**config.mk**
```make
export PLATFORM = sky130hd
export DESIGN_NAME = array_list_insert_delete
export DESIGN_NICKNAME = d
export VERILOG_FILES = /design/src/hw/rtl/alist_pkg.sv /design/src/hw/rtl/array_list_insert_delete.sv /design/src/hw/rtl/alist_cell.sv
export SDC_FILE = /design/constraint.sdc
export NUM_CORES = 2
export LEC_CHECK = 0
export BUFFER_PORTS_ARGS = -buffer_cell sky130_fd_sc_hd__buf_2
export CAP_MARGIN = 20
export CORE_ASPECT_RATIO = 2
export CORE_MARGIN = 8
export CORE_UTILIZATION = 40
export CTS_BUF_LIST = sky130_fd_sc_hd__clkbuf_2
export DETAILED_ROUTE_END_ITERATION = 8
export PLACE_DENSITY_LB_ADDON = 0.08
export SETUP_SLACK_MARGIN = 0.2
export SLEW_MARGIN = 20
export SYNTH_ARGS = -nofsm -noshare
export SYNTH_HDL_FRONTEND = slang
export SYNTH_SLANG_ARGS = --single-unit
```
**constraint.sdc**
```tcl
create_clock -name clock -period 5.8 [get_ports clock]
set_clock_uncertainty 0.05 [all_clocks]
set_input_delay 0.29 -clock clock [delete_from_list [all_inputs] [get_ports clock]]
set_output_delay 0.29 -clock clock [all_outputs]
set_load 0.02 [all_outputs]
```
**src/hw/rtl/alist_pkg.sv**
```systemverilog
// Shared types and constants for the array list block.
// Holds the request and status codes and the command struct sent along the cell row.
// Depends on nothing; imported by alist_cell and array_list_insert_delete.
`default_nettype none

package alist_pkg;

   // Fixed field widths of the request and response transactions.
   localparam int FUNC_W    = 2;
   localparam int POS_W     = 5;
   localparam int VALUE_W   = 32;
   localparam int STATUS_W  = 2;
   localparam int COUNT_W   = 5;
   localparam int IDX_OUT_W = 4;

   // Operation selector carried in req_tuser.
   typedef enum logic [FUNC_W-1:0] {
      FN_INSERT       = 2'd0,
      FN_DELETE       = 2'd1,
      FN_DELETE_VALUE = 2'd2,
      FN_READ         = 2'd3
   } func_type;

   // Outcome of a request, carried in rsp_tuser.
   typedef enum logic [STATUS_W-1:0] {
      ST_OK      = 2'd0,
      ST_FULL    = 2'd1,
      ST_RANGE   = 2'd2,
      ST_MISSING = 2'd3
   } status_type;

   // Update command broadcast to every cell; each bit is already qualified.
   typedef struct packed {
      logic ins;      // insert at the point, cells above move up
      logic del_pos;  // delete at the point, cells from there move down
      logic del_val;  // delete first match, cells from the match move down
   } cell_cmd_type;

endpackage : alist_pkg

`default_nettype wire

```
**src/hw/rtl/array_list_insert_delete.sv**
```systemverilog
// Array list with insert, delete by position, delete by value and read.
// The response is registered and appears in the cycle after the request transaction.
// Throughput: one request per cycle unless rsp_tready stalls the response; every cell
// updates in the same cycle, and the cycle time is set by the first-match chain that
// runs through all CAPACITY cells. Reset clears the live count and the response valid;
// stored entries are left as they are and are never read before being written.
`default_nettype none

module array_list_insert_delete #(
   parameter int CAPACITY = 16
) (
   input  wire logic        clock,
   input  wire logic        reset,
   input  wire logic        req_tvalid,
   output logic             req_tready,
   input  wire logic [39:0] req_tdata,   // [4:0] position, [36:5] value, rest zero
   input  wire logic [1:0]  req_tuser,   // [1:0] func
   output logic             rsp_tvalid,
   input  wire logic        rsp_tready,
   output logic [47:0]      rsp_tdata,   // [4:0] count, [36:5] data, [40:37] index, rest zero
   output logic [1:0]       rsp_tuser    // [1:0] status
);
   import alist_pkg::*;

   localparam int CNT_W = $clog2(CAPACITY + 1);
   localparam int IDX_W = $clog2(CAPACITY);
   localparam int CMP_W = (CNT_W > POS_W) ? CNT_W : POS_W;

   // Request fields.
   func_type              req_func;
   logic [POS_W-1:0]      req_pos;
   logic [VALUE_W-1:0]    req_value;
   logic                  req_fire;
   logic [CMP_W-1:0]      pos_ext;
   logic [CMP_W-1:0]      count_ext;

   // List state and response registers.
   logic [CNT_W-1:0]      count_ff;
   logic [CNT_W-1:0]      count_in;
   logic                  rsp_valid_ff;
   logic                  rsp_valid_in;
   status_type            rsp_status_ff;
   status_type            rsp_status_in;
   logic [VALUE_W-1:0]    rsp_data_ff;
   logic [VALUE_W-1:0]    rsp_data_in;
   logic [IDX_W-1:0]      rsp_idx_ff;
   logic [IDX_W-1:0]      rsp_idx_in;

   // Cell row wiring.
   cell_cmd_type          cmd;
   logic [VALUE_W-1:0]    cell_q   [CAPACITY];
   logic                  hit_chain[CAPACITY+1];
   logic [IDX_W-1:0]      idx_chain[CAPACITY+1];
   logic                  full;
   logic                  pos_live;
   logic [VALUE_W-1:0]    rd_data;

   assign req_func  = func_type'(req_tuser);
   assign req_pos   = req_tdata[POS_W-1:0];
   assign req_value = req_tdata[POS_W +: VALUE_W];

   // The response register frees as soon as its transaction completes.
   assign req_tready = !rsp_valid_ff || rsp_tready;
   assign req_fire   = req_tvalid && req_tready;

   assign pos_ext   = CMP_W'(req_pos);
   assign count_ext = CMP_W'(count_ff);
   assign full      = count_ff == CNT_W'(CAPACITY);
   assign pos_live  = pos_ext < count_ext;
   assign rd_data   = cell_q[pos_ext[IDX_W-1:0]];

   // Qualified commands for the cell row; a failing request changes nothing.
   always_comb begin
      cmd.ins     = req_fire && (req_func == FN_INSERT) && !full && (pos_ext <= count_ext);
      cmd.del_pos = req_fire && (req_func == FN_DELETE) && pos_live;
      cmd.del_val = req_fire && (req_func == FN_DELETE_VALUE) && hit_chain[CAPACITY];
   end

   // The row of cells, chained for neighbour moves and the first-match search.
   assign hit_chain[0] = 1'b0;
   assign idx_chain[0] = '0;

   for (genvar i = 0; i < CAPACITY; i++) begin : g_cell
      logic [VALUE_W-1:0] left_q;
      logic [VALUE_W-1:0] right_q;

      if (i == 0) begin : g_first
         assign left_q = cell_q[i];
      end else begin : g_mid_l
         assign left_q = cell_q[i-1];
      end

      if (i == CAPACITY - 1) begin : g_last
         assign right_q = cell_q[i];
      end else begin : g_mid_r
         assign right_q = cell_q[i+1];
      end

      alist_cell #(
         .INDEX (i),
         .CMP_W (CMP_W),
         .IDX_W (IDX_W)
      ) u_cell (
         .clock   (clock),
         .cmd     (cmd),
         .point   (pos_ext),
         .count   (count_ext),
         .value   (req_value),
         .left_q  (left_q),
         .right_q (right_q),
         .hit_in  (hit_chain[i]),
         .idx_in  (idx_chain[i]),
         .entry_q (cell_q[i]),
         .hit_out (hit_chain[i+1]),
         .idx_out (idx_chain[i+1])
      );
   end

   // Status, count and response payload for the request being taken.
   always_comb begin
      count_in      = count_ff;
      rsp_status_in = rsp_status_ff;
      rsp_data_in   = rsp_data_ff;
      rsp_idx_in    = rsp_idx_ff;
      rsp_valid_in  = rsp_valid_ff && !rsp_tready;
      if (req_fire) begin
         rsp_valid_in  = 1'b1;
         rsp_status_in = ST_OK;
         rsp_data_in   = '0;
         rsp_idx_in    = '0;
         unique case (req_func)
            FN_INSERT: begin
               if (full) begin
                  rsp_status_in = ST_FULL;
               end else if (!cmd.ins) begin
                  rsp_status_in = ST_RANGE;
               end else begin
                  count_in = count_ff + CNT_W'(1);
               end
            end
            FN_DELETE: begin
               if (!pos_live) begin
                  rsp_status_in = ST_RANGE;
               end else begin
                  rsp_data_in = rd_data;
                  count_in    = count_ff - CNT_W'(1);
               end
            end
            FN_DELETE_VALUE: begin
               if (!hit_chain[CAPACITY]) begin
                  rsp_status_in = ST_MISSING;
               end else begin
                  rsp_data_in = req_value;
                  rsp_idx_in  = idx_chain[CAPACITY];
                  count_in    = count_ff - CNT_W'(1);
               end
            end
            FN_READ: begin
               if (!pos_live) begin
                  rsp_status_in = ST_RANGE;
               end else begin
                  rsp_data_in = rd_data;
               end
            end
            default: begin
               rsp_status_in = ST_RANGE;
            end
         endcase
      end
   end

   // Control state is reset; the response payload is not.
   always_ff @(posedge clock) begin
      if (reset) begin
         count_ff     <= '0;
         rsp_valid_ff <= 1'b0;
      end else begin
         count_ff     <= count_in;
         rsp_valid_ff <= rsp_valid_in;
      end
      rsp_status_ff <= rsp_status_in;
      rsp_data_ff   <= rsp_data_in;
      rsp_idx_ff    <= rsp_idx_in;
   end

   // Pack the response transaction.
   assign rsp_tvalid = rsp_valid_ff;
   assign rsp_tuser  = rsp_status_ff;
   assign rsp_tdata  = {7'd0, IDX_OUT_W'(rsp_idx_ff), rsp_data_ff, COUNT_W'(count_ff)};

   // The live count never exceeds the capacity.
   a_count_bound : assert property (@(posedge clock) disable iff (reset)
      count_ff <= CNT_W'(CAPACITY))
      else $error("live count above capacity");

   // Every request transaction yields a response in the next cycle.
   a_rsp_follows : assert property (@(posedge clock) disable iff (reset)
      req_fire |=> rsp_tvalid)
      else $error("response missing after request");

   // The count moves only when a request is taken.
   a_count_idle : assert property (@(posedge clock) disable iff (reset)
      !req_fire |=> $stable(count_ff))
      else $error("count changed without a request");

   // A failed request leaves the count unchanged.
   a_fail_no_change : assert property (@(posedge clock) disable iff (reset)
      req_fire |=> (rsp_status_ff == ST_OK) || (count_ff == $past(count_ff)))
      else $error("failed request changed the count");

endmodule : array_list_insert_delete

`default_nettype wire

```
**src/hw/rtl/alist_cell.sv**
```systemverilog
// One storage cell of the list row: holds one entry and takes data from a neighbour.
// Also forms one link of the first-match chain used by delete by value.
// Depends on alist_pkg.
`default_nettype none

module alist_cell #(
   parameter int INDEX = 0,
   parameter int CMP_W = 6,
   parameter int IDX_W = 4
) (
   input  wire logic                       clock,
   input  wire alist_pkg::cell_cmd_type    cmd,
   input  wire logic [CMP_W-1:0]           point,
   input  wire logic [CMP_W-1:0]           count,
   input  wire logic [alist_pkg::VALUE_W-1:0] value,
   input  wire logic [alist_pkg::VALUE_W-1:0] left_q,
   input  wire logic [alist_pkg::VALUE_W-1:0] right_q,
   input  wire logic                       hit_in,
   input  wire logic [IDX_W-1:0]           idx_in,
   output logic [alist_pkg::VALUE_W-1:0]   entry_q,
   output logic                            hit_out,
   output logic [IDX_W-1:0]                idx_out
);
   import alist_pkg::*;

   localparam logic [CMP_W-1:0] MY_POS = CMP_W'(INDEX);

   logic [VALUE_W-1:0] entry_ff;
   logic [VALUE_W-1:0] entry_in;
   logic               live;
   logic               match;

   // Match only against live entries; the chain keeps the first one seen.
   assign live    = MY_POS < count;
   assign match   = live && (entry_ff == value);
   assign hit_out = hit_in | match;
   assign idx_out = hit_in ? idx_in : (match ? IDX_W'(INDEX) : '0);
   assign entry_q = entry_ff;

   // Next entry: write the new value, move up from the left, or move down from the right.
   always_comb begin
      priority if (cmd.ins && (MY_POS == point)) begin
         entry_in = value;
      end else if (cmd.ins && (MY_POS > point)) begin
         entry_in = left_q;
      end else if ((cmd.del_pos && (MY_POS >= point)) || (cmd.del_val && hit_out)) begin
         entry_in = right_q;
      end else begin
         entry_in = entry_ff;
      end
   end

   // Payload storage needs no reset.
   always_ff @(posedge clock) begin
      entry_ff <= entry_in;
   end

endmodule : alist_cell

`default_nettype wire
```
* Word-level counts from Yosys, hierarchy flattened
Index checks and enable logic that the tools add are counted.
Cells by class: add/sub/neg operators 2, $mul 0, divide/modulo/power cells 0, magnitude comparators 50, equality and inequality tests 40, shifts and indexed selects 0, mux-type cells 94, bitwise gates (word level) 16, reduce and logical (&&, ||, !) cells 129
Operators with widths (count):
- $mux W32 | 51
- $eq A32 B32 Y1 | 16
- $bmux W32 S4 | 1
- $mux W4 | 23
- $logic_and A1 B1 Y1 | 87
- $pmux W32 S2 | 1
- $reduce_bool A3 Y1 | 15
- $eq A4 B5 Y1 const A | 8
- $gt A4 B5 Y1 const A | 8
- $lt A4 B5 Y1 const A | 8
- $ge A4 B5 Y1 const A | 7
- $eq A3 B5 Y1 const A | 4
- $ge A3 B5 Y1 const A | 4
- $gt A3 B5 Y1 const A | 4
- $lt A3 B5 Y1 const A | 4
- $mux W5 | 4
- $logic_or A1 B1 Y1 | 16
- $or A1 B1 Y1 | 15
- $pmux W5 S3 | 1
- $mux W2 | 6
- $mux W3 | 4
- $eq A2 B5 Y1 const A | 2
- $ge A1 B5 Y1 const A | 2
- $ge A2 B5 Y1 const A | 2
- 25 further kinds | 38
Word-level totals: register bits after elaboration 556, latch bits 0, RAM bits 0, memory bits (read-only) 0, input bits 46, output and inout port bits 52, logic and storage cells 352, memories kept 0

* Depth between registers and ports, before layout
word-level depth 23, mapped depth 14

* Cells and area by module
From an unflattened synthesis, not the netlist that was laid out.
Unflattened totals: cells, all modules 3537, area total of the unflattened synthesis 39459.1 um2
Modules (own cells, without submodules):
- array_list_insert_delete | times used 1, cells each 439, area each 6043.3 um2, sequential area each 1261.2 um2
- alist_cell at g_cell[5].u_cell | times used 1, cells each 209, area each 2341.0 um2, sequential area each 960.9 um2
- alist_cell at g_cell[3].u_cell | times used 1, cells each 198, area each 2150.8 um2, sequential area each 960.9 um2
- alist_cell at g_cell[14].u_cell | times used 1, cells each 201, area each 2118.3 um2, sequential area each 960.9 um2
- alist_cell at g_cell[11].u_cell | times used 1, cells each 201, area each 2114.5 um2, sequential area each 960.9 um2
- alist_cell at g_cell[6].u_cell | times used 1, cells each 198, area each 2113.3 um2, sequential area each 960.9 um2
- alist_cell at g_cell[2].u_cell | times used 1, cells each 205, area each 2107.0 um2, sequential area each 960.9 um2
- alist_cell at g_cell[15].u_cell | times used 1, cells each 200, area each 2095.8 um2, sequential area each 960.9 um2
- alist_cell at g_cell[7].u_cell | times used 1, cells each 199, area each 2089.5 um2, sequential area each 960.9 um2
- alist_cell at g_cell[13].u_cell | times used 1, cells each 173, area each 2083.2 um2, sequential area each 960.9 um2
- alist_cell at g_cell[8].u_cell | times used 1, cells each 198, area each 2079.5 um2, sequential area each 960.9 um2
- alist_cell at g_cell[4].u_cell | times used 1, cells each 196, area each 2062.0 um2, sequential area each 960.9 um2
- alist_cell at g_cell[12].u_cell | times used 1, cells each 199, area each 2059.5 um2, sequential area each 960.9 um2
- alist_cell at g_cell[1].u_cell | times used 1, cells each 195, area each 2048.2 um2, sequential area each 960.9 um2
- 3 more rows

* Least setup slack after synthesis
OpenSTA, ideal clock, no wires.
path type flip-flop to flip-flop, from register count_ff[1] (netlist: count_ext[1]), to register g_cell[13].u_cell.entry_ff[23] (data pin), arrival time 5.410 ns, required time 5.476 ns, setup slack 0.066 ns, stages on the path, launching flop included 13, buffers on the path 2, period minus slack after synthesis 5.734 ns, cell sequence dfxtp_1 -> clkbuf_1 -> inv_1 -> ha_1 -> nor2b_1 -> o21a_1 -> o21ai_1 -> a21oi_2 -> nor3_1 -> nand4_1 -> clkbuf_1 -> nor2_1 -> a31oi_1
Between the ends: word-level cells in the longest chain between the ends 7, elaborated cells between the ends (all ways) 9
Ends and longest elaborated chain:
- start: declaration | line array_list_insert_delete.sv:38 | logic [CNT_W-1:0] count_ff;
- start signal: assignment | line array_list_insert_delete.sv:178 | count_ff <= count_in;
- branches (longest 3 deep; another with $le A5 B5 Y1)
- $logic_and A1 B1 Y1 (*) | line array_list_insert_delete.sv:74 | cmd.ins = req_fire && (req_func == FN_INSERT) && !full && (pos_ext <= count_ext);
- $logic_and A1 B1 Y1 | line alist_cell.sv:44 | end else if (cmd.ins && (MY_POS > point)) begin
- $mux W32 | line alist_cell.sv:44
- $mux W32 (*) | line alist_cell.sv:42 | priority if (cmd.ins && (MY_POS == point)) begin
- named net g_cell[13].u_cell.entry_in[23] | line alist_cell.sv:29 | logic [VALUE_W-1:0] entry_in;
- end signal: assignment | line alist_cell.sv:55 | entry_ff <= entry_in;
- end: declaration | line alist_cell.sv:28 | logic [VALUE_W-1:0] entry_ff;
Mark *: on every way through the listed nets, which the timed path passes. A chain may end at the register's enable or synchronous reset.

* Worst setup path in the final report
from register count_ff[1] (netlist: count_ext[1]), to register count_ff[4] (netlist: count_ext[4])
Between the ends: word-level cells in the longest chain between the ends 19, elaborated cells between the ends (all ways) 65
Ends and longest elaborated chain:
- $lt A1 B5 Y1 | line alist_cell.sv:34 | assign live = MY_POS < count;
- $logic_and A1 B1 Y1 | line alist_cell.sv:35 | assign match = live && (entry_ff == value);
- $or A1 B1 Y1 (15 in a row) | line alist_cell.sv:36 | assign hit_out = hit_in | match;
- $ne A2 B1 Y1 (no line)
- $reduce_and A6 Y1 (no line)
Several ways; a longest one is shown, not always the timed one. The select of a mux whose other input is x is not followed.

==> flow_metrics.tcl <==
set metrics [dict create \
    synth_area_um2 38500 \
    die_h_um 455 \
    die_x_um 235 \
    htree_levels 4 \
    max_cap_violations 0 \
    synthCells 3611 \
    rrSetupSlack_ps 580 \
    cts_root_buf "clkbuf_2" \
    grt_usage 0.339 \
    dp_worst_setup_slack_ps 1050 \
    worstSetupPathType "reg -> reg" \
    final_cells 5034 \
    total_leakage_power_nw 15.1 \
    grt_max_degree 97 \
    avgViaCountPerCell 6.41 \
    drtPass1Iterations 8 \
    post_cts_resized 0 \
    clock-sinks 556 \
    fin_util 0.442 \
    antenna_found_initial 8 \
    cts.clk_slew.worst_paths_ps 140 \
    hold_class "in -> reg" \
    cts_tree "yes" \
    clock_latency_ps 1620 \
    synth_edf_count 550 \
    status "complete, no violations" \
    avgRoutedWirePerCell_um 37.0 \
    synth_top_flop_cell "edfxtp_1" \
    synthArstFlopShare 0 \
    vias 32300 \
    drtIter0Drc 4669 \
    rsz0062_at_grt "no" \
    cts_buffers 146 \
    path_cells "inv_1 -> ha_1 -> nor2b_1 -> o21a_1 -> o21ai_1 -> a21o_1 -> nand2_1 -> a221oi_1 -> dlygate4sd3_1 -> o211a_1 -> dlygate4sd3_1 -> mux2_1" \
    p_per_area_nw_per_um2 211 \
    regArea_um2 16600 \
    worst_path_most_repeated_cell "dlygate4sd3_1" \
    dieArea_um2 107000 \
    multi_input_area_um2 20000 \
    synth_area_per_cell_um2 10.7 \
    grt_pass1_wl_um 255000 \
    synth_top_area_cell "edfxtp_1" \
    endpoint_kind "register" \
    fill_cells 9261 \
    drive_above_1_share 0.187 \
    finalCritPeriodShare 0.901 \
    fmax_mhz 191 \
    finalHoldViolations 0 \
    areaGrowthSynthToFinish_pct 10.1 \
    yosys.area.top_type_share 0.429 \
    cp.required_ps 7210 \
    ios 98 \
    setup_tns_ps 0 \
    portBuffers 87 \
    period_minus_slack_ps 5220 \
    synth_warnings 0 \
    worstMarginPinSlew_ps 1160 \
    dp_cells 4666 \
    cp-start-kind "register" \
    irDropWorstVdd_mv 0.134 \
    hpwl_um 126000 \
    grt_pass1_vias 30900 \
    yosysSeqAreaShare 0.432 \
    synth_common_cells "550 x edfxtp_1, 481 x nand2_1, 319 x xor2_1, 269 x o21ai_0, 241 x nor2_1" \
    postRouteAntennaNets 0 \
    critPathArrivalTime_ps 6640 \
    grt_overflow 0 \
    cp_slowest_cell "dlygate4sd3_1" \
    yosysUniqueCellTypes 73 \
    wl_um 186000 \
    cts_buffer_depth 3 \
    synthTopCellsByArea "edfxtp_1 43%, mux4_2 9.4%, xor2_1 7.3%, mux2i_1 5.9%, nand2_1 4.7%" \
    coreArea_um2 95900 \
    start_util 0.402 \
    slew_headroom 0.224 \
    nets 3767 \
    finalWorstSetupSlack_ps 576 \
    drc_errors 0 \
    place.gp.congestion 1.01 \
    yosysMostFrequentCell "edfxtp_1" \
    cpPeakStageDelay_ps 770 \
    whs_ps 248 \
    finalSetupViolations 0 \
    drv_slew 0 \
    crit_fanout 19 \
    rows 161 \
    synth-seq-cells 556 \
]
## cell usage in the layout, fill, tap and decap left out, drive strengths merged, types with 60 or more instances in the layout
cell type	synthesis	routed
edfxtp	550	550
nand2	481	481
xor2	319	319
o21ai	272	272
nor2	241	241
mux2i	227	227
clkbuf	183	210
buf	184	198
xnor2	194	194
mux4	160	160
a31oi	117	117
dlygate4sd3	0	110
inv	88	93
nor4	88	88
mux2	68	68
nand4	62	62
a22oi	60	60
## cell type report
type                       count  share of cell area
clock buffer                 210              0.0248
timing repair buffer         308              0.0608
sequential                   556               0.392
inverter                      88             0.00779
antenna                        7            0.000413
multi-input combinational   2606               0.472
clock inverter                37             0.00596
tap                         1222              0.0361
## final timing paths
path	startpoint	end	depth (start not counted)
hold / removal	req_tdata[1]	g_cell[8].u_cell.entry_q[0]	6
setup / recovery	count_ext[1]	count_ext[4]	12
hold reg to reg	g_cell[4].u_cell.entry_q[25]	g_cell[3].u_cell.entry_q[25]	2
setup reg to reg	count_ext[1]	count_ext[4]	12
## routing by layer
metal | wire length [µm] | GRT usage
met5 | 24 | 0
met4 | 17800 | 0.269
met3 | 16100 | 0.0655
met2 | 84600 | 0.537
met1 | 67600 | 0.402
## timing repair
action                                  in CTS  in global routing
endpoints found under the setup margin       0                  0
hold buffers                               111                  0
buffers inserted                             0                  0
hold endpoints to repair                  1042                  0
## worst max-delay path: cells and delay by family (launching register included)
family                     cells  cell delay (ps)
buffers and inverters          3             1660
DFF                            1              690
and+or+nand+nor                2              730
adders and majority gates      1              370
muxes                          1              310
AOI/OAI and AO/OA              5             1310
## registers in the layout (all words and copies together), names as in the netlist
signal and cells:
rsp_tuser 2, rsp_tvalid 1, g_cell.u_cell.entry_q 512, rsp_data_ff 32, count_ext 5, rsp_idx_ff 4
## per-stage QoR
| stage | power (W) | area [µm²] |
|---|---|---|
| 5_1_grt | 0.00921 | 42400 |
| 6_report | 0.00896 | 42400 |
| 3_3_place_gp | 0.00588 | 39900 |
| 4_1_cts | 0.00899 | 42300 |
| 3_5_place_dp | 0.00588 | 39900 |
| 2_1_floorplan | 0.00538 | 38600 |
## report_power, final
| group | internal (W) | switching (W) |
|---|---|---|
| Clock | 0.00114 | 0.00190 |
| Combinational | 0.000472 | 0.000919 |
| Sequential | 0.00445 | 0.0000858 |
## cell families (layout without fill, tap and decap cells)
group,count (synthesis),after routing,synth area share
XOR/XNOR,513,513,0.117
multiplexers,455,455,0.172
adder cells (fa/ha/maj),15,15,0.00487
AND/OR/NAND/NOR,1003,1003,0.118
buffers and inverters,455,643,0.0562
other,1,14,0.0000973
flip-flops,556,556,0.432
AO/OA/AOI/OAI,613,613,0.100
Note: power is estimated with default switching activity, not from simulation.
